$ cat src/design/kap_pkg.sv
// Shared types, constants and helper functions of the keypad alarm panel controller.
package kap_pkg;

   localparam int CODE_W      = 14;
   localparam int TICK_W      = 8;
   localparam int SEC_W       = 5;
   localparam int BLINK_W     = 4;
   localparam int DIGIT_CNT_W = 2;
   localparam int OP_W        = 2;
   localparam int KEY_W       = 8;
   localparam int SW_W        = 8;
   localparam int CSR_INDEX_W = 3;
   localparam int CSR_DATA_W  = 14;
   localparam int MAX_CODES   = 4;

   localparam logic [OP_W-1:0] OP_KEY    = 2'd0;
   localparam logic [OP_W-1:0] OP_TICK   = 2'd1;
   localparam logic [OP_W-1:0] OP_SWITCH = 2'd2;

   localparam logic [CSR_INDEX_W-1:0] CSR_ARM_DELAY   = 3'd4;
   localparam logic [CSR_INDEX_W-1:0] CSR_ENTRY_DELAY = 3'd5;

   localparam logic [KEY_W-1:0] KEY_ZERO = 8'h30;
   localparam logic [KEY_W-1:0] KEY_NINE = 8'h39;
   localparam logic [KEY_W-1:0] KEY_HASH = 8'h23;

   localparam logic [SW_W-1:0] FRONT_DOOR_MASK   = 8'b0000_0001;
   localparam logic [SW_W-1:0] OTHER_SWITCH_MASK = 8'b1111_1110;

   localparam logic [TICK_W-1:0]  DELAY_RESET  = 8'd100;
   localparam logic [BLINK_W-1:0] BLINK_PERIOD = 4'd10;
   localparam logic [DIGIT_CNT_W-1:0] LAST_DIGIT = 2'd3;

   typedef enum logic [2:0] {
      MODE_IDLE   = 3'd0,
      MODE_ARMING = 3'd1,
      MODE_ARMED  = 3'd2,
      MODE_ENTRY  = 3'd3,
      MODE_ALARM  = 3'd4
   } mode_type;

   typedef struct packed {
      logic [TICK_W-1:0] arm_ticks;
      logic [TICK_W-1:0] entry_ticks;
   } delay_cfg_type;

   typedef struct packed {
      mode_type         mode;
      logic [SEC_W-1:0] seconds_left;
      logic             countdown_shown;
      logic             alarm_lamp;
      logic             code_accepted;
   } result_type;

   // Divide by ten through the reciprocal 205/2048, exact for every 8-bit value.
   function automatic logic [SEC_W-1:0] div10(input logic [TICK_W-1:0] x);
      logic [15:0] prod;
      prod = 16'(x) * 16'd205;
      return prod[15:11];
   endfunction

   function automatic logic multiple_of_ten(input logic [TICK_W-1:0] x);
      logic [TICK_W-1:0] back;
      back = 8'(div10(x)) * 8'd10;
      return back == x;
   endfunction

   // Place value of a digit; the first digit typed is the thousands digit.
   function automatic logic [CODE_W-1:0] digit_value(input logic [DIGIT_CNT_W-1:0] pos,
                                                     input logic [3:0] digit);
      logic [CODE_W-1:0] value;
      case (pos)
         2'd0:    value = 14'(digit) * 14'd1000;
         2'd1:    value = 14'(digit) * 14'd100;
         2'd2:    value = 14'(digit) * 14'd10;
         default: value = 14'(digit);
      endcase
      return value;
   endfunction

endpackage

$ cat src/design/kap_cfg.sv
// Configuration registers: the valid codes and the two countdown lengths.
module kap_cfg #(
   parameter int NUM_CODES = 4
) (
   input  logic                                     clock,
   input  logic                                     reset,
   input  logic                                     csr_write_enable,
   input  logic [kap_pkg::CSR_INDEX_W-1:0]          csr_index,
   input  logic [kap_pkg::CSR_DATA_W-1:0]           csr_write_data,
   output logic [NUM_CODES-1:0][kap_pkg::CODE_W-1:0] codes,
   output kap_pkg::delay_cfg_type                   delays
);

   logic [NUM_CODES-1:0][kap_pkg::CODE_W-1:0] code_ff;
   kap_pkg::delay_cfg_type                    delay_ff;

   always_ff @(posedge clock) begin
      if (reset) begin
         code_ff              <= '0;
         delay_ff.arm_ticks   <= kap_pkg::DELAY_RESET;
         delay_ff.entry_ticks <= kap_pkg::DELAY_RESET;
      end else if (csr_write_enable) begin
         for (int i = 0; i < NUM_CODES; i++) begin
            if (csr_index == kap_pkg::CSR_INDEX_W'(i)) begin
               code_ff[i] <= csr_write_data;
            end
         end
         if (csr_index == kap_pkg::CSR_ARM_DELAY) begin
            delay_ff.arm_ticks <= csr_write_data[kap_pkg::TICK_W-1:0];
         end
         if (csr_index == kap_pkg::CSR_ENTRY_DELAY) begin
            delay_ff.entry_ticks <= csr_write_data[kap_pkg::TICK_W-1:0];
         end
      end
   end

   assign codes  = code_ff;
   assign delays = delay_ff;

endmodule

$ cat src/design/kap_seq.sv
// Panel sequencer: mode, countdown, code entry and blink state with its update logic.
module kap_seq #(
   parameter int NUM_CODES = 4
) (
   input  logic                                     clock,
   input  logic                                     reset,
   input  logic                                     step_en,
   input  logic [kap_pkg::OP_W-1:0]                 op,
   input  logic [kap_pkg::KEY_W-1:0]                key_code,
   input  logic [kap_pkg::SW_W-1:0]                 switch_status,
   input  logic [NUM_CODES-1:0][kap_pkg::CODE_W-1:0] codes,
   input  kap_pkg::delay_cfg_type                   delays,
   output kap_pkg::result_type                      result
);

   kap_pkg::mode_type                mode_ff, mode_in;
   logic [kap_pkg::TICK_W-1:0]       count_ff, count_in;
   logic [kap_pkg::SEC_W-1:0]        shown_ff, shown_in;
   logic [kap_pkg::CODE_W-1:0]       acc_ff, acc_in;
   logic [kap_pkg::DIGIT_CNT_W-1:0]  digits_ff, digits_in;
   logic [kap_pkg::BLINK_W-1:0]      blink_ff, blink_in;
   logic                             lamp_ff, lamp_in;
   logic                             accepted;

   logic                             is_digit;
   logic [kap_pkg::KEY_W-1:0]        key_offset;
   logic [kap_pkg::CODE_W-1:0]       acc_sum;
   logic                             code_match;
   logic [kap_pkg::TICK_W-1:0]       count_dec;
   logic [kap_pkg::BLINK_W-1:0]      blink_inc;

   always_comb begin
      is_digit   = (key_code >= kap_pkg::KEY_ZERO) && (key_code <= kap_pkg::KEY_NINE);
      key_offset = key_code - kap_pkg::KEY_ZERO;
      acc_sum    = acc_ff + kap_pkg::digit_value(digits_ff, key_offset[3:0]);
      code_match = 1'b0;
      for (int i = 0; i < NUM_CODES; i++) begin
         if (codes[i] == acc_sum) begin
            code_match = 1'b1;
         end
      end
      count_dec = (count_ff != '0) ? count_ff - 8'd1 : count_ff;
      blink_inc = blink_ff + 4'd1;
   end

   // Next state.
   always_comb begin
      mode_in   = mode_ff;
      count_in  = count_ff;
      shown_in  = shown_ff;
      acc_in    = acc_ff;
      digits_in = digits_ff;
      blink_in  = blink_ff;
      lamp_in   = lamp_ff;
      accepted  = 1'b0;
      case (op)
         kap_pkg::OP_KEY: begin
            if (is_digit) begin
               if (digits_ff == kap_pkg::LAST_DIGIT) begin
                  accepted  = code_match;
                  acc_in    = '0;
                  digits_in = '0;
               end else begin
                  acc_in    = acc_sum;
                  digits_in = digits_ff + 2'd1;
               end
            end else if (mode_ff == kap_pkg::MODE_IDLE || key_code == kap_pkg::KEY_HASH) begin
               acc_in    = '0;
               digits_in = '0;
            end
            if (accepted) begin
               if (mode_ff == kap_pkg::MODE_IDLE) begin
                  if (delays.arm_ticks == '0) begin
                     mode_in  = kap_pkg::MODE_ARMED;
                     count_in = '0;
                     shown_in = '0;
                  end else begin
                     mode_in  = kap_pkg::MODE_ARMING;
                     count_in = delays.arm_ticks;
                     shown_in = kap_pkg::div10(delays.arm_ticks);
                  end
               end else begin
                  mode_in  = kap_pkg::MODE_IDLE;
                  count_in = '0;
                  shown_in = '0;
                  blink_in = '0;
                  lamp_in  = 1'b0;
               end
            end
         end
         kap_pkg::OP_TICK: begin
            if (mode_ff == kap_pkg::MODE_ARMING || mode_ff == kap_pkg::MODE_ENTRY) begin
               count_in = count_dec;
               if (kap_pkg::multiple_of_ten(count_dec)) begin
                  shown_in = kap_pkg::div10(count_dec);
               end
               if (count_dec == '0) begin
                  shown_in = '0;
                  if (mode_ff == kap_pkg::MODE_ARMING) begin
                     mode_in = kap_pkg::MODE_ARMED;
                  end else begin
                     mode_in  = kap_pkg::MODE_ALARM;
                     blink_in = '0;
                     lamp_in  = 1'b1;
                  end
               end
            end else if (mode_ff == kap_pkg::MODE_ALARM) begin
               if (blink_inc >= kap_pkg::BLINK_PERIOD) begin
                  blink_in = '0;
                  lamp_in  = ~lamp_ff;
               end else begin
                  blink_in = blink_inc;
               end
            end
         end
         kap_pkg::OP_SWITCH: begin
            if (mode_ff == kap_pkg::MODE_ARMED) begin
               if ((switch_status & kap_pkg::FRONT_DOOR_MASK) != '0) begin
                  if (delays.entry_ticks == '0) begin
                     mode_in  = kap_pkg::MODE_ALARM;
                     count_in = '0;
                     shown_in = '0;
                     blink_in = '0;
                     lamp_in  = 1'b1;
                  end else begin
                     mode_in  = kap_pkg::MODE_ENTRY;
                     count_in = delays.entry_ticks;
                     shown_in = kap_pkg::div10(delays.entry_ticks);
                  end
               end else if ((switch_status & kap_pkg::OTHER_SWITCH_MASK) != '0) begin
                  mode_in  = kap_pkg::MODE_ALARM;
                  count_in = '0;
                  shown_in = '0;
                  blink_in = '0;
                  lamp_in  = 1'b1;
               end
            end
         end
         default: begin
         end
      endcase
   end

   // Outputs: the state after this item.
   always_comb begin
      result.mode            = mode_in;
      result.countdown_shown = (mode_in == kap_pkg::MODE_ARMING) ||
                               (mode_in == kap_pkg::MODE_ENTRY);
      result.seconds_left    = result.countdown_shown ? shown_in : '0;
      result.alarm_lamp      = (mode_in == kap_pkg::MODE_ALARM) && lamp_in;
      result.code_accepted   = accepted;
   end

   always_ff @(posedge clock) begin
      if (reset) begin
         mode_ff   <= kap_pkg::MODE_IDLE;
         count_ff  <= '0;
         shown_ff  <= '0;
         acc_ff    <= '0;
         digits_ff <= '0;
         blink_ff  <= '0;
         lamp_ff   <= 1'b0;
      end else if (step_en) begin
         mode_ff   <= mode_in;
         count_ff  <= count_in;
         shown_ff  <= shown_in;
         acc_ff    <= acc_in;
         digits_ff <= digits_in;
         blink_ff  <= blink_in;
         lamp_ff   <= lamp_in;
      end
   end

endmodule

$ cat src/design/keypad_alarm_panel_controller_top.sv
// Top level of the keypad alarm panel controller.
//
// Items on the req_ channel are events: a key press, a 100 ms tick or a switch
// sample. Each item produces exactly one rsp_ item that reports the panel state
// after the event: mode, countdown digits, alarm lamp and whether the event
// completed a valid code. Both channels use valid/ready handshakes.
//
// An accepted item is held in an input register; once the output register is free
// or being drained, the state update runs and the result is written into the
// output register, which drives rsp_valid. One item per cycle is sustained while
// the receiver keeps rsp_ready high: the single update step between the two
// registers sets the rate.
// While the receiver stalls, the result stays in the output register and one
// more item waits in the input register; req_ready then drops.
//
// The csr_ port writes the valid codes (indexes 0 to 3) and the arming and entry
// countdown lengths (indexes 4 and 5); the user must write them only while the
// panel is quiet, which the block does not enforce. Reset clears the codes, sets
// both countdowns to 100 ticks and idles the panel: code entry empty, no item pending.
module keypad_alarm_panel_controller_top #(
   parameter int NUM_CODES = 4
) (
   input  logic                             clock,
   input  logic                             reset,
   input  logic                             req_valid,
   output logic                             req_ready,
   input  logic [kap_pkg::OP_W-1:0]         req_op,
   input  logic [kap_pkg::KEY_W-1:0]        req_key_code,
   input  logic [kap_pkg::SW_W-1:0]         req_switch_status,
   output logic                             rsp_valid,
   input  logic                             rsp_ready,
   output logic [2:0]                       rsp_mode,
   output logic [kap_pkg::SEC_W-1:0]        rsp_seconds_left,
   output logic                             rsp_countdown_shown,
   output logic                             rsp_alarm_lamp,
   output logic                             rsp_code_accepted,
   input  logic                             csr_write_enable,
   input  logic [kap_pkg::CSR_INDEX_W-1:0]  csr_index,
   input  logic [kap_pkg::CSR_DATA_W-1:0]   csr_write_data
);

   logic                              in_valid_ff;
   logic [kap_pkg::OP_W-1:0]          in_op_ff;
   logic [kap_pkg::KEY_W-1:0]         in_key_ff;
   logic [kap_pkg::SW_W-1:0]          in_sw_ff;
   logic                              out_valid_ff;
   kap_pkg::result_type               out_ff;
   kap_pkg::result_type               result;
   logic                              advance;

   logic [NUM_CODES-1:0][kap_pkg::CODE_W-1:0] codes;
   kap_pkg::delay_cfg_type                    delays;

   // The held item moves on whenever the output register is free or being drained.
   assign advance   = in_valid_ff && (!out_valid_ff || rsp_ready);
   assign req_ready = !in_valid_ff || advance;

   kap_cfg #(
      .NUM_CODES (NUM_CODES)
   ) u_cfg (
      .clock            (clock),
      .reset            (reset),
      .csr_write_enable (csr_write_enable),
      .csr_index        (csr_index),
      .csr_write_data   (csr_write_data),
      .codes            (codes),
      .delays           (delays)
   );

   kap_seq #(
      .NUM_CODES (NUM_CODES)
   ) u_seq (
      .clock         (clock),
      .reset         (reset),
      .step_en       (advance),
      .op            (in_op_ff),
      .key_code      (in_key_ff),
      .switch_status (in_sw_ff),
      .codes         (codes),
      .delays        (delays),
      .result        (result)
   );

   always_ff @(posedge clock) begin
      if (reset) begin
         in_valid_ff  <= 1'b0;
         out_valid_ff <= 1'b0;
      end else begin
         if (req_ready) begin
            in_valid_ff <= req_valid;
         end
         if (advance) begin
            out_valid_ff <= 1'b1;
         end else if (rsp_ready) begin
            out_valid_ff <= 1'b0;
         end
      end
   end

   always_ff @(posedge clock) begin
      if (req_valid && req_ready) begin
         in_op_ff  <= req_op;
         in_key_ff <= req_key_code;
         in_sw_ff  <= req_switch_status;
      end
      if (advance) begin
         out_ff <= result;
      end
   end

   assign rsp_valid           = out_valid_ff;
   assign rsp_mode            = out_ff.mode;
   assign rsp_seconds_left    = out_ff.seconds_left;
   assign rsp_countdown_shown = out_ff.countdown_shown;
   assign rsp_alarm_lamp      = out_ff.alarm_lamp;
   assign rsp_code_accepted   = out_ff.code_accepted;

   // A pending item that cannot move on is still there next cycle.
   assert property (@(posedge clock) disable iff (reset)
      in_valid_ff && !advance |=> in_valid_ff)
      else $error("pending item lost from input register");

   // Countdown digits are shown exactly in the two countdown modes.
   assert property (@(posedge clock) disable iff (reset)
      rsp_valid |-> (rsp_countdown_shown ==
         (rsp_mode == kap_pkg::MODE_ARMING || rsp_mode == kap_pkg::MODE_ENTRY)))
      else $error("countdown display disagrees with mode");

   // The lamp is only ever lit in alarm mode.
   assert property (@(posedge clock) disable iff (reset)
      rsp_valid && rsp_alarm_lamp |-> rsp_mode == kap_pkg::MODE_ALARM)
      else $error("alarm lamp lit outside alarm mode");

   // A valid code always leaves the panel idle, arming or armed.
   assert property (@(posedge clock) disable iff (reset)
      rsp_valid && rsp_code_accepted |->
         (rsp_mode == kap_pkg::MODE_IDLE || rsp_mode == kap_pkg::MODE_ARMING ||
          rsp_mode == kap_pkg::MODE_ARMED))
      else $error("accepted code left panel in wrong mode");

endmodule

$ cat config.mk
export PLATFORM = sky130hd
export DESIGN_NAME = keypad_alarm_panel_controller_top
export DESIGN_NICKNAME = d
export VERILOG_FILES = /design/src/design/kap_pkg.sv /design/src/design/kap_cfg.sv /design/src/design/kap_seq.sv /design/src/design/keypad_alarm_panel_controller_top.sv
export SDC_FILE = /design/constraint.sdc
export NUM_CORES = 1
export LEC_CHECK = 0
export ABC_AREA = 1
export BUFFER_PORTS_ARGS = -buffer_cell sky130_fd_sc_hd__buf_2
export CAP_MARGIN = 20
export CORE_MARGIN = 2
export CORE_UTILIZATION = 40
export CTS_BUF_LIST = sky130_fd_sc_hd__clkbuf_4
export DETAILED_ROUTE_END_ITERATION = 8
export PLACE_DENSITY = 0.57
export SYNTH_ARGS = -nofsm -noshare
export SYNTH_HDL_FRONTEND = slang
export SYNTH_SLANG_ARGS = --single-unit
$ cat constraint.sdc
create_clock -name clock -period 7.78 [get_ports clock]
set_input_delay 0.389 -clock clock [delete_from_list [all_inputs] [get_ports clock]]
set_output_delay 0.389 -clock clock [all_outputs]
set_load 0.02 [all_outputs]
# After elaboration in Yosys (flattened, before gate mapping)
# Cells that the tools add are included.
[word_totals]
romBits = 0
input_bits = 40
latchBits = 0
out_inout_bits = 13
ram_bits = 0
wordCells = 175
n_memories = 0
regBits = 140
[classes]
shift = 0
eq_ne = 32
bitwise_logic = 1
div = 0
n_reduce_logical = 32
order_cmp = 3
muxes = 72
add_sub_neg = 5
n_mul = 7
[ops]
columns = ["operator", "count"]
rows = [
  ["$mux 8", 9],
  ["$eq 14x14->1", 4],
  ["$mux 5", 10],
  ["$mul 8x8->16 const B", 3],
  ["$mux 4", 11],
  ["$mux 14", 3],
  ["$pmux 14 s3", 1],
  ["$logic_not 8->1", 3],
  ["$mux 3", 8],
  ["$pmux 8 s3", 1],
  ["$mux 1", 20],
  ["$reduce_bool 8->1", 2],
  ["$eq 3x2->1 const B", 5],
  ["$pmux 5 s3", 1],
  ["$add 14x14->14", 1],
  ["$eq 3x3->1 const B", 4],
  ["$pmux 4 s3", 1],
  ["$reduce_and 2->1", 6],
  ["$mul 4x7->11 const B", 1],
  ["$mux 2", 5],
  ["$reduce_and 10->1", 1],
  ["$eq 3x1->1 const B", 3],
  ["$mul 4x5->9 const B", 1],
  ["$pmux 3 s3", 1],
  ["29 further kinds", 47],
]

# Logic depth before layout (Yosys ltp)
# Gate-level depths: netlist (run 1).
[depth]
ltp_word = 16
depth_mapped = 45

# Modules after synthesis
# Synthesis (run 1) repeated with hierarchy kept, for this count alone.
[hier_totals]
hier_cells = 1942
area_unflattened_um2 = 13494.2
[modules_own_cells]
columns = ["mod", "seq_area_each_um2", "instances", "cells_per_inst", "area_per_inst_um2"]
rows = [
  ["kap_seq", 740.7, 1, 1484, 9623.0],
  ["kap_cfg", 1441.4, 1, 417, 2909.0],
  ["keypad_alarm_panel_controller_top", 910.9, 1, 41, 962.2],
]

# Worst setup path before layout (run 1)
# Ideal clock, no wire load.
[synth_timing]
kind = "register to register"
from = "register u_seq.count_ff[0] (netlist bit)"
to = "register out_ff (netlist bit rsp_seconds_left[3]) (data pin)"
slack_ns = 1.058
t_required_ns = 7.528
arrival_ns = 6.470
stages_incl_launch_ff = 40
n_path_buf = 0
cell_sequence = "dfxtp_1 -> inv_1 -> ha_1 -> nand3_1 -> nor2_4 -> inv_2 -> nand3_1 -> inv_1 -> ha_1 -> inv_1 -> fa_1 -> inv_1 -> fa_1 -> inv_1 -> fa_1 -> inv_1 -> ha_1 -> a21oi_1 -> [... 4 more ...] -> xor2_1 -> inv_1 -> ha_1 -> ha_1 -> fa_1 -> xor2_1 -> xor2_1 -> nand3b_1 -> nor2_1 -> nand2_1 -> nor2_2 -> nand2_2 -> o21ai_0 -> o21bai_1 -> nor2_1 -> nand3_1 -> nand2_1 -> nor2_1"
[synth_between]
elab_chain_cells = 9
[synth_lines]
columns = ["item", "line_no", "text"]
rows = [
  ["from (decl)", "kap_seq.sv:17", "logic [kap_pkg::TICK_W-1:0] count_ff, count_in;"],
  ["from (signal assigned)", "kap_seq.sv:165", "count_ff <= count_in;"],
  ["$sub 8x1->8 / $reduce_bool 8->1 (equally long branches)", "kap_seq.sv:42", "count_dec = (count_ff != '0) ? count_ff - 8'd1 : count_ff;"],
  ["$mux 8 *", "kap_seq.sv:42", ""],
  ["$mul 8x8->16", "kap_pkg.sv:58", "prod = 16'(x) * 16'd205;"],
  ["$mul 5x3->7", "kap_pkg.sv:64", "back = 8'(div10(x)) * 8'd10;"],
  ["$eq 8x8->1", "kap_pkg.sv:65", "return back == x;"],
  ["$mux 5", "kap_seq.sv:94", "if (kap_pkg::multiple_of_ten(count_dec)) begin"],
  ["$mux 5", "kap_seq.sv:97", "if (count_dec == '0) begin"],
  ["$mux 5", "kap_seq.sv:92", "if (mode_ff == kap_pkg::MODE_ARMING || mode_ff == kap_pkg::MODE_ENTRY) begin"],
  ["$pmux 5 s3", "kap_seq.sv:56", "case (op)"],
  ["to (signal assigned)", "keypad_alarm_panel_controller_top.sv:107", "out_ff <= result;"],
  ["to (decl)", "keypad_alarm_panel_controller_top.sv:47", "kap_pkg::result_type out_ff;"],
]
# Mark *: on every way between the ends. The rest lies on a longest branch, timed or not.
# A chain may end at the register's enable or synchronous reset.

# Final worst setup path (run 1)
# Ends and elaborated chain as after synthesis.

==> metrics.md, run 1 <==
| Metric | Value |
|---|---|
| Port buffer count | `52` |
| Die ar. | `around 34000 um2` |
| Slew Viols, Final | `0` |
| CTS Buffer Depth | `2` |
| Via/cell ratio | `4.955` |
| GRT Total Usage | `20.37%` |
| Data required time of the worst path | `slightly above 8 ns` |
| Combinational power share | `63.0%` |
| Root buf cell | `clkbuf_4` |
| Net count, final | `2163` |
| Primary FF master, synth | `dfxtp_1` |
| Footprint of the multi-input gates | `8536 um2` |
| Rel. slew slack | `36.41%` |
| Setup Viol. Count Final | `0` |
| First-pass GRT wire length | `54770 um` |
| Pre-antenna DRT Iters | `5` |
| Routed wire per std cell | `14.58 um` |
| Pleak | `between 0.007 and 0.008 uW` |
| Sw Share | `between 40 and 50%` |
| Yosys reg bits | `140` |
| Worst-skew pair later-pin latency | `0.60 ns` |
| Status | `finished, final reports clean` |
| Vias in the first global route | `10720` |
| Ports | `53` |
| Vias after detailed routing | `11620` |
| FF+latch area | `3093 um2` |
| Antenna Violating Nets Remaining | `0` |
| Layout cells sized above 1 | `7.624%` |
| Starting density of the core | `40.35%` |
| Int Pwr | `1802 uW` |
| Die W | `approximately 180 um` |
| Achievable Freq | `0.1386 GHz` |
| Die Y-Extent | `about 180 um` |
| Netlist cell types | `48` |
| Place WS | `0.4104 ns` |
| DRT iter0 DRCs | `around 780` |
| Num rows | `between 60 and 70` |
| Tcrit/Tclk final | `between 90% and 100%` |
| Critical hold path startpoint | `csr_write_data[10]` |
| Post-synth top cells | `nand2_1, inv_1, ha_1, a21oi_1, nor2_1` |
| Mean post-synth cell area | `7.154 um2` |
| Fillers | `3392` |
| Global route total overflow | `0` |
| Pin slew with the least headroom to its limit | `0.9451 ns` |
| Htree depth | `4` |
| Critical path's largest stage delay | `0.52 ns` |
| Clock power frac | `14.4%` |
| Count leader, synth | `nand2_1` |
| Fin crit period | `7.217 ns` |
| Cells after Synth | `around 1800` |
| Slowest CP cell | `fa_1` |
| Final Wtd Congestion | `0.9119` |
| Routed WL | `~34000 um` |
| P per Cell Area | `247.3 nW/um2` |
| Synth area leader | `ha_1` |
| Post-synth EDFFs | `29` |
| Final worst slack | `0.5629 ns` |
| Synthesis Warnings | `0` |
| Seq/Total Area, Yosys | `23.68%` |
| Clock-pin slew on the worst setup and hold paths | `0.14 ns` |
| Detailed Place HPWL | `27400 um` |
| Main area contributors after synthesis | `ha_1, dfxtp_1, nand2_1` |
| Worst Path Class, Setup | `reg -> reg` |
| Clock Sink Count | `140` |
| Maximum vdd drop | `0.1898 mV` |
| Layout Cell Area excl Fill | `14270 um2` |
| Initial antenna violation count | `2` |
| Final hold vios | `0` |
| Cts bufs inserted | `17` |
| Core area | `32370 um2` |
| CP max FO | `7` |
| Synth async-reset ratio | `0%` |
| NetSw | `1728 uW` |
| Crit. Startpoint | `u_seq.count_ff[0]` |
| Area added between synthesis and finish | `9.272%` |
| CTS tree | `built` |
| FF-to-FF Start | `u_seq.count_ff[0]` |
| Sequential Power Share | `22.6%` |
| Share of the synthesized area in the top cell type | `18.30%` |
| Placed inst area | `13750 um2` |
| Worst setup SP type | `register` |
| DRC Markers | `0` |
| Reg2reg setup slack | `0.56 ns` |
| Final Skew | `0.03449 ns` |
| Synth Cell Area | `13060 um2` |
| Max_cap viols | `0` |
| Largest net degree at the start of global routing | `between 80 and 90` |
| Hold WC Path Type | `in -> reg` |
| Critical Path End Type | `register` |
| Syn Nets | `2100` |
| Crit-path most repeated cell | `inv_1` |
| Arrival time worst endpoint | `7.56 ns` |
==> final cells by class <==
type | count | share of cell area, %
clock inverters | 14 | 1.113
well taps | 442 | 3.874
repair buffers | 77 | 3.454
diodes | 1 | 0.01753
multi-input cells | 1306 | 59.80
clock buffers | 18 | 0.9467
flip-flops and latches | 140 | 21.67
inverters | 347 | 9.125
==> cell usage in the layout (no fill, tap or decap), types with 5 or more instances in the layout <==
master         synthesis  final
fa_1                  43     43
clkbuf_4               0     18
xor2_1                24     23
buf_2                  5     52
ha_1                 191    191
nand2_2               11     11
nand3b_1              10     10
a21oi_1              141    141
dfxtp_1              111    111
nor4_1                 5      5
nor2_2                 5      5
a211oi_1               8      8
nor2_1               140    140
o221ai_1               9      9
xnor2_1               11     11
edfxtp_1              29     29
inv_1                337    336
o211ai_1              10     10
nand3_1              124    122
nand4_1               28     28
o21ai_0              117    116
nor3_1                 9      9
o21bai_1              13     13
inv_2                  8      9
nand2_1              359    359
nand3_2                6      8
buf_4                  4      7
or2_2                  6      6
dlygate4sd3_1          0     18
inv_6                  0      5
==> sequential cells by signal (all words and copies together) (netlist names), 5 cells and up <==
name and cells:
u_cfg.codes 56, u_cfg.delays 16, u_seq.acc_ff 14, in_key_ff 8, in_sw_ff 8, u_seq.count_ff 8, rsp_seconds_left 5, u_seq.shown_ff 5
==> cell families after synthesis <==
group,Yosys count,synth area share (%)
fa+ha+maj,234,24.89
compound gates,321,13.55
xor+xnor,39,2.941
buf+inv,380,11.14
flops,140,23.68
simple gates,712,23.80
==> metal layers <==
| layer | part of all wire [%] | global-route usage (%) |
|---|---|---|
| met5 | 0.020 | 0 |
| met4 | 0.98 | 4.444 |
| met2 | 43 | 31.88 |
| met1 | 52 | 29.78 |
| met3 | 4.3 | 2.667 |
==> power by group through the flow <==
stage / registers [uW] / logic, uW / clock network [uW]
detailed placement: 813 / 2170 / 0
global placement: 813 / 2140 / 0
global route: 802 / 2540 / 552
finish: 797 / 2220 / 510
CTS: 797 / 2210 / 526
floorplan: 809 / 1650 / 0
==> critical path: cells and delay by family (launching register included) <==
family | cells | cell delay (ns)
flops | 1 | 0.42
simple gates | 14 | 1.51
compound gates | 6 | 0.81
fa+ha+maj | 9 | 3.18
xor+xnor | 3 | 0.47
buf+inv | 7 | 0.56
==> per-stage QoR <==
stage | instances | TNS [ns] | total power (uW) | hold slack (ns) | utilization, %
after floorplan | 1826 | 0 | 2454 | 0.4355 | -
after global placement | 2291 | 0 | 2953 | 0.4506 | 42.49
after detailed placement | 2291 | 0 | 2983 | 0.4527 | 42.49
after CTS | 2341 | 0 | 3528 | 0.02448 | 43.95
after global routing | 2345 | -0.009834 | 3891 | 0.03445 | 44.09
final | 2345 | 0 | 3530 | 0.07283 | 44.09
==> path summary, 6_finish.rpt <==
kind	to	cells past startpoint
worst max register to register	rsp_seconds_left[3]	39
worst min register to register	u_cfg.codes[52]	2
worst min-delay path	u_cfg.codes[10]	3
worst max-delay path	rsp_seconds_left[3]	39
==> repair_timing <==
action | CTS | global route
hold endpoints to repair | 18 | 0
setup endpoints to repair | 0 | 10
hold buffers | 18 | 0
buffers inserted | 0 | 2
resized for setup | 0 | 5
(Power assumes the default switching activity.)
==> inputs of run 2 (changes only) <==
ABC_AREA = 0   (was 1)
==> run 2 against run 1 <==
  * Routed wire length fell by 3.0%
  * Via count fell by 7.5%
  * Register-to-register slack got worse by 0.33 ns
  * Non-clock buffer count rose by 46
  * Clock power fell by 1%
  * Clock-buffer cell count fell by 1
  * First-iteration DRC count rose by 7.3%
  * Synthesized area fell by 1.3%
  * Cell count fell by 14%
  * Die area fell by 1.2%
  * Utilization rose by 1.6 points
  * Total power fell by 32%
  * Largest power group unchanged
==> metrics.md, run 2 <==
| Metric | Value |
|---|---|
| Status | `finished, final reports clean (unchanged)` |
| R2R Path End | `rsp_seconds_left[3] (unchanged)` |
| Layout cells sized above 1 | `12.91% (was 7.624%)` |
| Worst-skew pair later-pin latency | `0.59 ns (was 0.60 ns)` |
| P per Cell Area | `166.6 nW/um2 (was 247.3 nW/um2)` |
| Metal2 WL | `14090 um (was 14620 um)` |
| Pleak | `0.006637 uW (was 0.007258 uW)` |
| Footprint of the multi-input gates | `9130 um2 (was 8536 um2)` |
| Max reg flops | `56 (unchanged)` |
| Main area contributors after synthesis | `ha_1, dfxtp_1, edfxtp_1 (was ha_1, dfxtp_1, nand2_1)` |
| Rel. slew slack | `31.23% (was 36.41%)` |
| Combinational power share | `46.6% (was 63.0%)` |
| Maximum vdd drop | `0.08066 mV (was 0.1898 mV)` |
| Reg2reg setup slack | `0.23 ns (was 0.56 ns)` |
| Routed wire per std cell | `16.54 um (was 14.58 um)` |
| Port buffer count | `52 (unchanged)` |
| Ports | `53 (unchanged)` |
| Met1 WL | `17300 um (was 17750 um)` |
| Routed WL | `33180 um (was 34200 um)` |
| Critical Path End Type | `register (unchanged)` |
| Post-synth EDFFs | `29 (unchanged)` |
| Data required time of the worst path | `8.13 ns (about the same)` |
| Num rows | `65 (was 66)` |
| Commonest cells after routing, fill and taps aside | `nand2_1, ha_1, inv_1, a21oi_1, dfxtp_1 (was nand2_1, inv_1, ha_1, a21oi_1, nor2_1)` |
| Mean post-synth cell area | `8.615 um2 (was 7.154 um2)` |
| CTS tree | `built (unchanged)` |
| Synth async-reset ratio | `0% (unchanged)` |
| Final Wtd Congestion | `0.8460 (was 0.9119)` |
| Net count, final | `1864 (was 2163)` |
| Yosys reg bits | `140 (unchanged)` |
| Post-Layout Cell Count | `2006 (was 2345)` |
| Root buf cell | `clkbuf_4 (unchanged)` |
| FF-to-FF Start | `u_seq.count_ff[1] (was u_seq.count_ff[0])` |
| Die W | `183.6 um (was 184.7 um)` |
| Synthesis Warnings | `0 (unchanged)` |
| Count leader, synth | `nand2_1 (unchanged)` |
| Achievable Freq | `0.1325 GHz (was 0.1386 GHz)` |
| Global route total overflow | `0 (unchanged)` |
| Setup Viol. Count Final | `0 (unchanged)` |
| CTS Buffer Depth | `2 (unchanged)` |
| Die Y-Extent | `183.6 um (was 184.7 um)` |
| Initial antenna violation count | `1 (was 2)` |
| Core area | `31640 um2 (was 32370 um2)` |
| Share of the synthesized area in the top cell type | `18.53% (was 18.30%)` |
| Seq/Total Area, Yosys | `23.98% (was 23.68%)` |
| DRT iter0 DRCs | `833 (was 776)` |
| GRT Total Usage | `20.25% (was 20.37%)` |
| Total Power | `2409 uW (was 3530 uW)` |
| Critical path endpoint | `rsp_seconds_left[3] (unchanged)` |
| Synth Cell Area | `12900 um2 (was 13060 um2)` |
| Synth area leader | `ha_1 (unchanged)` |
| Netlist cell types | `94 (was 48)` |
| Sw Share | `40.05% (was 48.96%)` |
| Sequential Power Share | `32.5% (was 22.6%)` |
| First-pass GRT wire length | `55020 um (was 54770 um)` |
| Worst path bufs/invs | `6 (was 7)` |
| Worst setup SP type | `register (unchanged)` |
| Final Util | `45.71% (was 44.09%)` |
| Syn Nets | `1771 (was 2100)` |
| Vias in the first global route | `10620 (was 10720)` |
| Family with the most delay on the worst path | `adder cells (unchanged)` |
| Via/cell ratio | `5.357 (was 4.955)` |
| Cts bufs inserted | `17 (unchanged)` |
| Largest net degree at the start of global routing | `91 (was 84)` |
| Tcrit/Tclk final | `96.99% (was 92.76%)` |
| Fin crit period | `7.546 ns (was 7.217 ns)` |
| Slowest CP cell | `fa_1 (unchanged)` |
| DRC Markers | `0 (unchanged)` |
| Fillers | `3098 (was 3392)` |
| Primary FF master, synth | `dfxtp_1 (unchanged)` |
| Cells after Synth | `1497 (was 1826)` |
| Die ar. | `33690 um2 (was 34120 um2)` |
| Post-synth top cells | `nand2_1, ha_1, inv_1, a21oi_1, dfxtp_1 (was nand2_1, inv_1, ha_1, a21oi_1, nor2_1)` |
| Vias after detailed routing | `10750 (was 11620)` |
| Most common cell after layout, fill and taps aside | `nand2_1 (unchanged)` |
| Hold WC Path Type | `in -> reg (unchanged)` |
| Crit. Startpoint | `u_seq.count_ff[1] (was u_seq.count_ff[0])` |
| Clock power frac | `20.9% (was 14.4%)` |
| Arrival time worst endpoint | `7.89 ns (was 7.56 ns)` |
| Worst Path Class, Setup | `reg -> reg (unchanged)` |
| CP max FO | `4 (was 7)` |
| Critical path's largest stage delay | `0.49 ns (was 0.52 ns)` |
| Final hold vios | `0 (unchanged)` |
| Reg2Reg Depth | `33 (was 39)` |
| Unrepaired setup endpoints after global routing | `yes` |
| Max_cap viols | `0 (unchanged)` |
| FF+latch area | `3098 um2 (was 3093 um2)` |
| Top sig layer | `met4 (was met5)` |
| Placed Cells | `1946 (was 2291)` |
| Htree depth | `4 (unchanged)` |
| Area added between synthesis and finish | `12.13% (was 9.272%)` |
| NetSw | `964.9 uW (was 1728 uW)` |
| Wire length on met3 | `1491 um (was 1478 um)` |
| Clock Sink Count | `140 (unchanged)` |
| Pre-antenna DRT Iters | `5 (unchanged)` |
| Clock-pin slew on the worst setup and hold paths | `0.15 ns (was 0.14 ns)` |
| Int Pwr | `1444 uW (was 1802 uW)` |
| Detailed Place HPWL | `26090 um (was 27400 um)` |
| Antenna Violating Nets Remaining | `0 (unchanged)` |
| Crit-path most repeated cell | `fa_1 (was inv_1)` |
| Pin slew with the least headroom to its limit | `1.028 ns (was 0.9451 ns)` |
| Final Skew | `0.03387 ns (was 0.03449 ns)` |
| Starting density of the core | `40.76% (was 40.35%)` |
| Critical Path Stages | `33 (was 39)` |
| Slew Viols, Final | `0 (unchanged)` |
## run 2: changes by cell type in the layout (fill, tap and decap cells not counted), moves of 42 or more
cell	previous run	this run
nand2_1	359	211
xnor2_1	11	53
nand3_1	122	23
o21ai_0	116	28
nor2_1	140	80
inv_1	336	152
buf_4	7	53
## run 2: how the worst min path moves through the flow
stage,start,cells after the start,end
global placement,u_cfg.codes[32],2,u_cfg.codes[32]
detailed placement,u_seq.acc_ff[8],2,u_seq.acc_ff[8]
CTS,reset,2,u_seq.count_ff[1]
global route,reset,2,u_seq.count_ff[3]
finish,csr_write_data[11],3,u_cfg.codes[39]
floorplan,u_cfg.codes[13],2,u_cfg.codes[13]
## run 2: power by group through the flow
stage | combinational (uW) | clock [uW] | sequential (uW)
after floorplan | 794 | 0 | 796
after global placement | 1060 | 0 | 798
after detailed placement | 1070 | 0 | 798
after CTS | 1110 | 520 | 782
after global routing | 1270 | 548 | 786
final | 1120 | 504 | 783
## run 2: cells by family after synthesis
logic type | count (synthesis) | share of synthesized area [%]
AOI/OAI and AO/OA | 322 | 16.93
and+or+nand+nor | 472 | 17.57
DFF | 140 | 23.98
muxes | 16 | 1.281
xor gates and xnor gates | 105 | 8.334
adders and majority gates | 235 | 25.28
buffers and inverters | 207 | 6.617
## run 2: stage by stage
step	instance area, um2	hold slack [ns]	setup slack (ns)	TNS, ns
global placement	13790	0.4419	0.01313	0
global route	14460	0.02236	-0.1944	-0.6174
floorplan	12940	0.4342	0.03913	0
detailed placement	13790	0.4527	-0.1877	-0.4448
finish	14460	0.06344	0.2343	0
CTS	14370	0.01005	0.01595	0
## run 2: per-layer routing
| layer | GRT usage [%] | vias up |
|---|---|---|
| met5 | 0 | - |
| met4 | 3.904 | 0 |
| met3 | 2.298 | 22 |
| met2 | 31.14 | 254 |
| met1 | 30.51 | 5026 |
| li1 | - | 5445 |
## run 2: worst reg2reg max path, delay by kind of cell (launching register included)
kind / cells / cell delay (ns)
simple gates: 6 / 1.09
mux: 1 / 0.30
compound gates: 9 / 1.86
flops: 1 / 0.36
fa+ha+maj: 9 / 2.93
buf+inv: 6 / 0.43
xor+xnor: 2 / 0.35
## run 2: layout make-up
cell class,instances,area share [%]
Sequential cell,140,21.42
Multi-Input combinational cell,1150,63.14
Timing Repair Buffer,123,5.832
Antenna cell,1,0.01731
Clock buffer,17,0.8826
Inverter,158,4.119
Clock inverter,15,1.108
Tap cell,402,3.478
## run 2: timing repair
action                                 in CTS  in global routing
setup endpoints to repair                   7                 10
resized for setup                          20                 13
buffers inserted                            3                  5
endpoints found under the hold margin      19                  0
pin swaps                                  17                 24
hold buffers                               19                  0
==> inputs of run 3 (changes only) <==
CORE_UTILIZATION = 60   (was 40)
PLACE_DENSITY = 0.79   (was 0.57)
==> run 3 against run 2 <==
  * Combinational power barely moved
  * Global-route usage increased by 8.9 points
  * Non-clock buffer count down 4
  * Utilization grew 22 points
  * Clock-buffer cell count unchanged
  * Clock power down 2%
  * Via count increased by 4.1%
  * Final area down 0.84%
  * Critical path type unchanged
  * Largest cell class unchanged
  * Highest routed layer unchanged
==> metrics.md, run 3 (synthesized netlist as in run 2, its figures left out) <==
| Metric | Value |
|---|---|
| Tcrit/Tclk final | `98.26% (was 96.99%)` |
| Pre-antenna DRT Iters | `6 (was 5)` |
| Detailed Place HPWL | `25170 um (was 26090 um)` |
| CTS tree | `built (unchanged)` |
| Global route total overflow | `0 (unchanged)` |
| Worst-skew pair later-pin latency | `0.60 ns (was 0.59 ns)` |
| CTS Buffer Depth | `2 (unchanged)` |
| Footprint of the multi-input gates | `9189 um2 (was 9130 um2)` |
| Critical path's largest stage delay | `0.52 ns (was 0.49 ns)` |
| Die ar. | `22680 um2 (was 33690 um2)` |
| Hold WC Path Type | `in -> reg (unchanged)` |
| Unrepaired setup endpoints after global routing | `yes (unchanged)` |
| Cts bufs inserted | `17 (unchanged)` |
| Max reg flops | `56 (unchanged)` |
| Critical Path End Type | `register (unchanged)` |
| Worst Path Class, Setup | `reg -> reg (unchanged)` |
| Top sig layer | `met4 (unchanged)` |
| GRT Total Usage | `29.14% (was 20.25%)` |
| Layout Cell Area excl Fill | `14340 um2 (was 14460 um2)` |
| Data required time of the worst path | `8.13 ns (about the same)` |
| Most common cell after layout, fill and taps aside | `nand2_1 (unchanged)` |
| Place WS | `-0.3134 ns (was -0.1877 ns)` |
| Area added between synthesis and finish | `11.19% (was 12.13%)` |
| Placed Cells | `1811 (was 1946)` |
| Achievable Freq | `0.1308 GHz (was 0.1325 GHz)` |
| First-pass GRT wire length | `52900 um (was 55020 um)` |
| Root buf cell | `clkbuf_4 (unchanged)` |
| Slew Viols, Final | `0 (unchanged)` |
| Critical hold path startpoint | `req_valid (was csr_write_data[11])` |
| DRC Markers | `0 (unchanged)` |
| P per Cell Area | `168.6 nW/um2 (was 166.6 nW/um2)` |
| Worst setup SP type | `register (unchanged)` |
| Arrival time worst endpoint | `8.00 ns (was 7.89 ns)` |
| Setup Viol. Count Final | `0 (unchanged)` |
| Via/cell ratio | `5.968 (was 5.357)` |
| Largest net degree at the start of global routing | `93 (was 91)` |
| Commonest cells after routing, fill and taps aside | `nand2_1, ha_1, inv_1, a21oi_1, dfxtp_1 (unchanged)` |
| Reg2reg setup slack | `0.14 ns (was 0.23 ns)` |
| Hold Path End | `in_valid_ff (was u_cfg.codes[39])` |
| Port buffer count | `52 (unchanged)` |
| Vias after detailed routing | `11190 (was 10750)` |
| Die Y-Extent | `150.6 um (was 183.6 um)` |
| Total Power | `2417 uW (was 2409 uW)` |
| Placed inst area | `13570 um2 (was 13790 um2)` |
| Final Util | `68.00% (was 45.71%)` |
| Antenna Violating Nets Remaining | `0 (unchanged)` |
| Fin crit period | `7.645 ns (was 7.546 ns)` |
| Layout cells sized above 1 | `12.76% (was 12.91%)` |
| Clock-pin slew on the worst setup and hold paths | `0.15 ns (about the same)` |
| Wire length on met3 | `2407 um (was 1491 um)` |
| Reg2Reg Depth | `33 (unchanged)` |
| Pleak | `0.006622 uW (was 0.006637 uW)` |
| Routed WL | `32580 um (was 33180 um)` |
| Ports | `53 (unchanged)` |
| FF+latch area | `3097 um2 (was 3098 um2)` |
| Final worst slack | `0.1354 ns (was 0.2343 ns)` |
| Metal2 WL | `14640 um (was 14090 um)` |
| Starting density of the core | `61.15% (was 40.76%)` |
| Pin slew with the least headroom to its limit | `1.006 ns (was 1.028 ns)` |
| Final Skew | `0.03038 ns (was 0.03387 ns)` |
| Post-Layout Cell Count | `1875 (was 2006)` |
| Final Wtd Congestion | `0.9379 (was 0.8460)` |
| Die W | `150.6 um (was 183.6 um)` |
| Met1 WL | `15080 um (was 17300 um)` |
| Max_cap viols | `0 (unchanged)` |
| Htree depth | `4 (unchanged)` |
| Num rows | `53 (was 65)` |
| R2R Path End | `rsp_seconds_left[3] (unchanged)` |
| Slowest CP cell | `fa_1 (unchanged)` |
| Hold depth | `3 (unchanged)` |
| Final hold vios | `0 (unchanged)` |
| Clock Sink Count | `140 (unchanged)` |
| Status | `finished, final reports clean (unchanged)` |
| Routed wire per std cell | `17.37 um (was 16.54 um)` |
| Net count, final | `1860 (was 1864)` |
| Maximum vdd drop | `0.09605 mV (was 0.08066 mV)` |
| FF-to-FF Start | `u_seq.count_ff[1] (unchanged)` |
| DRT iter0 DRCs | `779 (was 833)` |
| Core area | `21090 um2 (was 31640 um2)` |
| Vias in the first global route | `10800 (was 10620)` |
| Fillers | `1694 (was 3098)` |
| Initial antenna violation count | `1 (unchanged)` |
| Rel. slew slack | `32.69% (was 31.23%)` |
| CP max FO | `4 (unchanged)` |
run 3: timing repair:
item / in CTS / in global routing
gates resized for setup: 17 / 26
pin swaps: 12 / 23
buffers inserted: 5 / 5
endpoints found under the setup margin: 8 / 10
gates cloned: 0 / 0
hold buffers: 18 / 1
hold endpoints to repair: 18 / 1
run 3: where the power goes:
| part | total (uW) | switching, uW | internal [uW] | leakage (uW) |
|---|---|---|---|---|
| clock | 493 | 343 | 151 | 0.000154 |
| combinational | 1140 | 649 | 491 | 0.00529 |
| sequential | 783 | 20.9 | 762 | 0.00118 |
run 3: per-stage QoR:
step	setup TNS [ns]	hold WS (ns)
after global placement	0	0.4423
after CTS	0	0.002237
final	0	0.01967
after detailed placement	-1.402	0.4517
after floorplan	0	0.4342
after global routing	-0.1425	0.0002584
run 3: final cells by class:
class,instances,share of cell area (%)
Antenna cell,1,0.01745
Clock buffer,17,0.8900
Multi-Input combinational cell,1150,64.08
Timing Repair Buffer,119,5.698
Tap cell,275,2.400
Clock inverter,15,1.143
Inverter,158,4.171
Sequential cell,140,21.60
run 3: worst max-delay path by stage:
| stage | from | endpoint | slack [ns] | cells past startpoint |
|---|---|---|---|---|
| 2_1_floorplan | u_seq.count_ff[0] | u_seq.shown_ff[3] | 0.04 | 32 |
| 3_5_place_dp | u_seq.count_ff[1] | u_seq.shown_ff[3] | -0.31 | 33 |
| 6_report | u_seq.count_ff[1] | rsp_seconds_left[3] | 0.14 | 33 |
| 3_3_place_gp | u_seq.count_ff[1] | u_seq.shown_ff[3] | 0.02 | 33 |
| 4_1_cts | u_seq.count_ff[1] | rsp_seconds_left[3] | 0.02 | 33 |
| 5_1_grt | u_seq.count_ff[1] | rsp_seconds_left[3] | -0.06 | 33 |
run 3: layer usage:
layer	vias to the layer above	track usage (%)
li1	5434	-
met1	5280	41.66
met2	432	46.41
met3	44	4.424
met4	0	7.009
met5	-	0
run 3: critical path, delay by kind of cell, from the launching register on:
kind,cells,cell delay [ns]
compound gates,8,1.66
xor+xnor,3,0.54
buf+inv,6,0.40
simple gates,5,1.10
fa+ha+maj,9,2.84
mux,2,0.50
flops,1,0.36
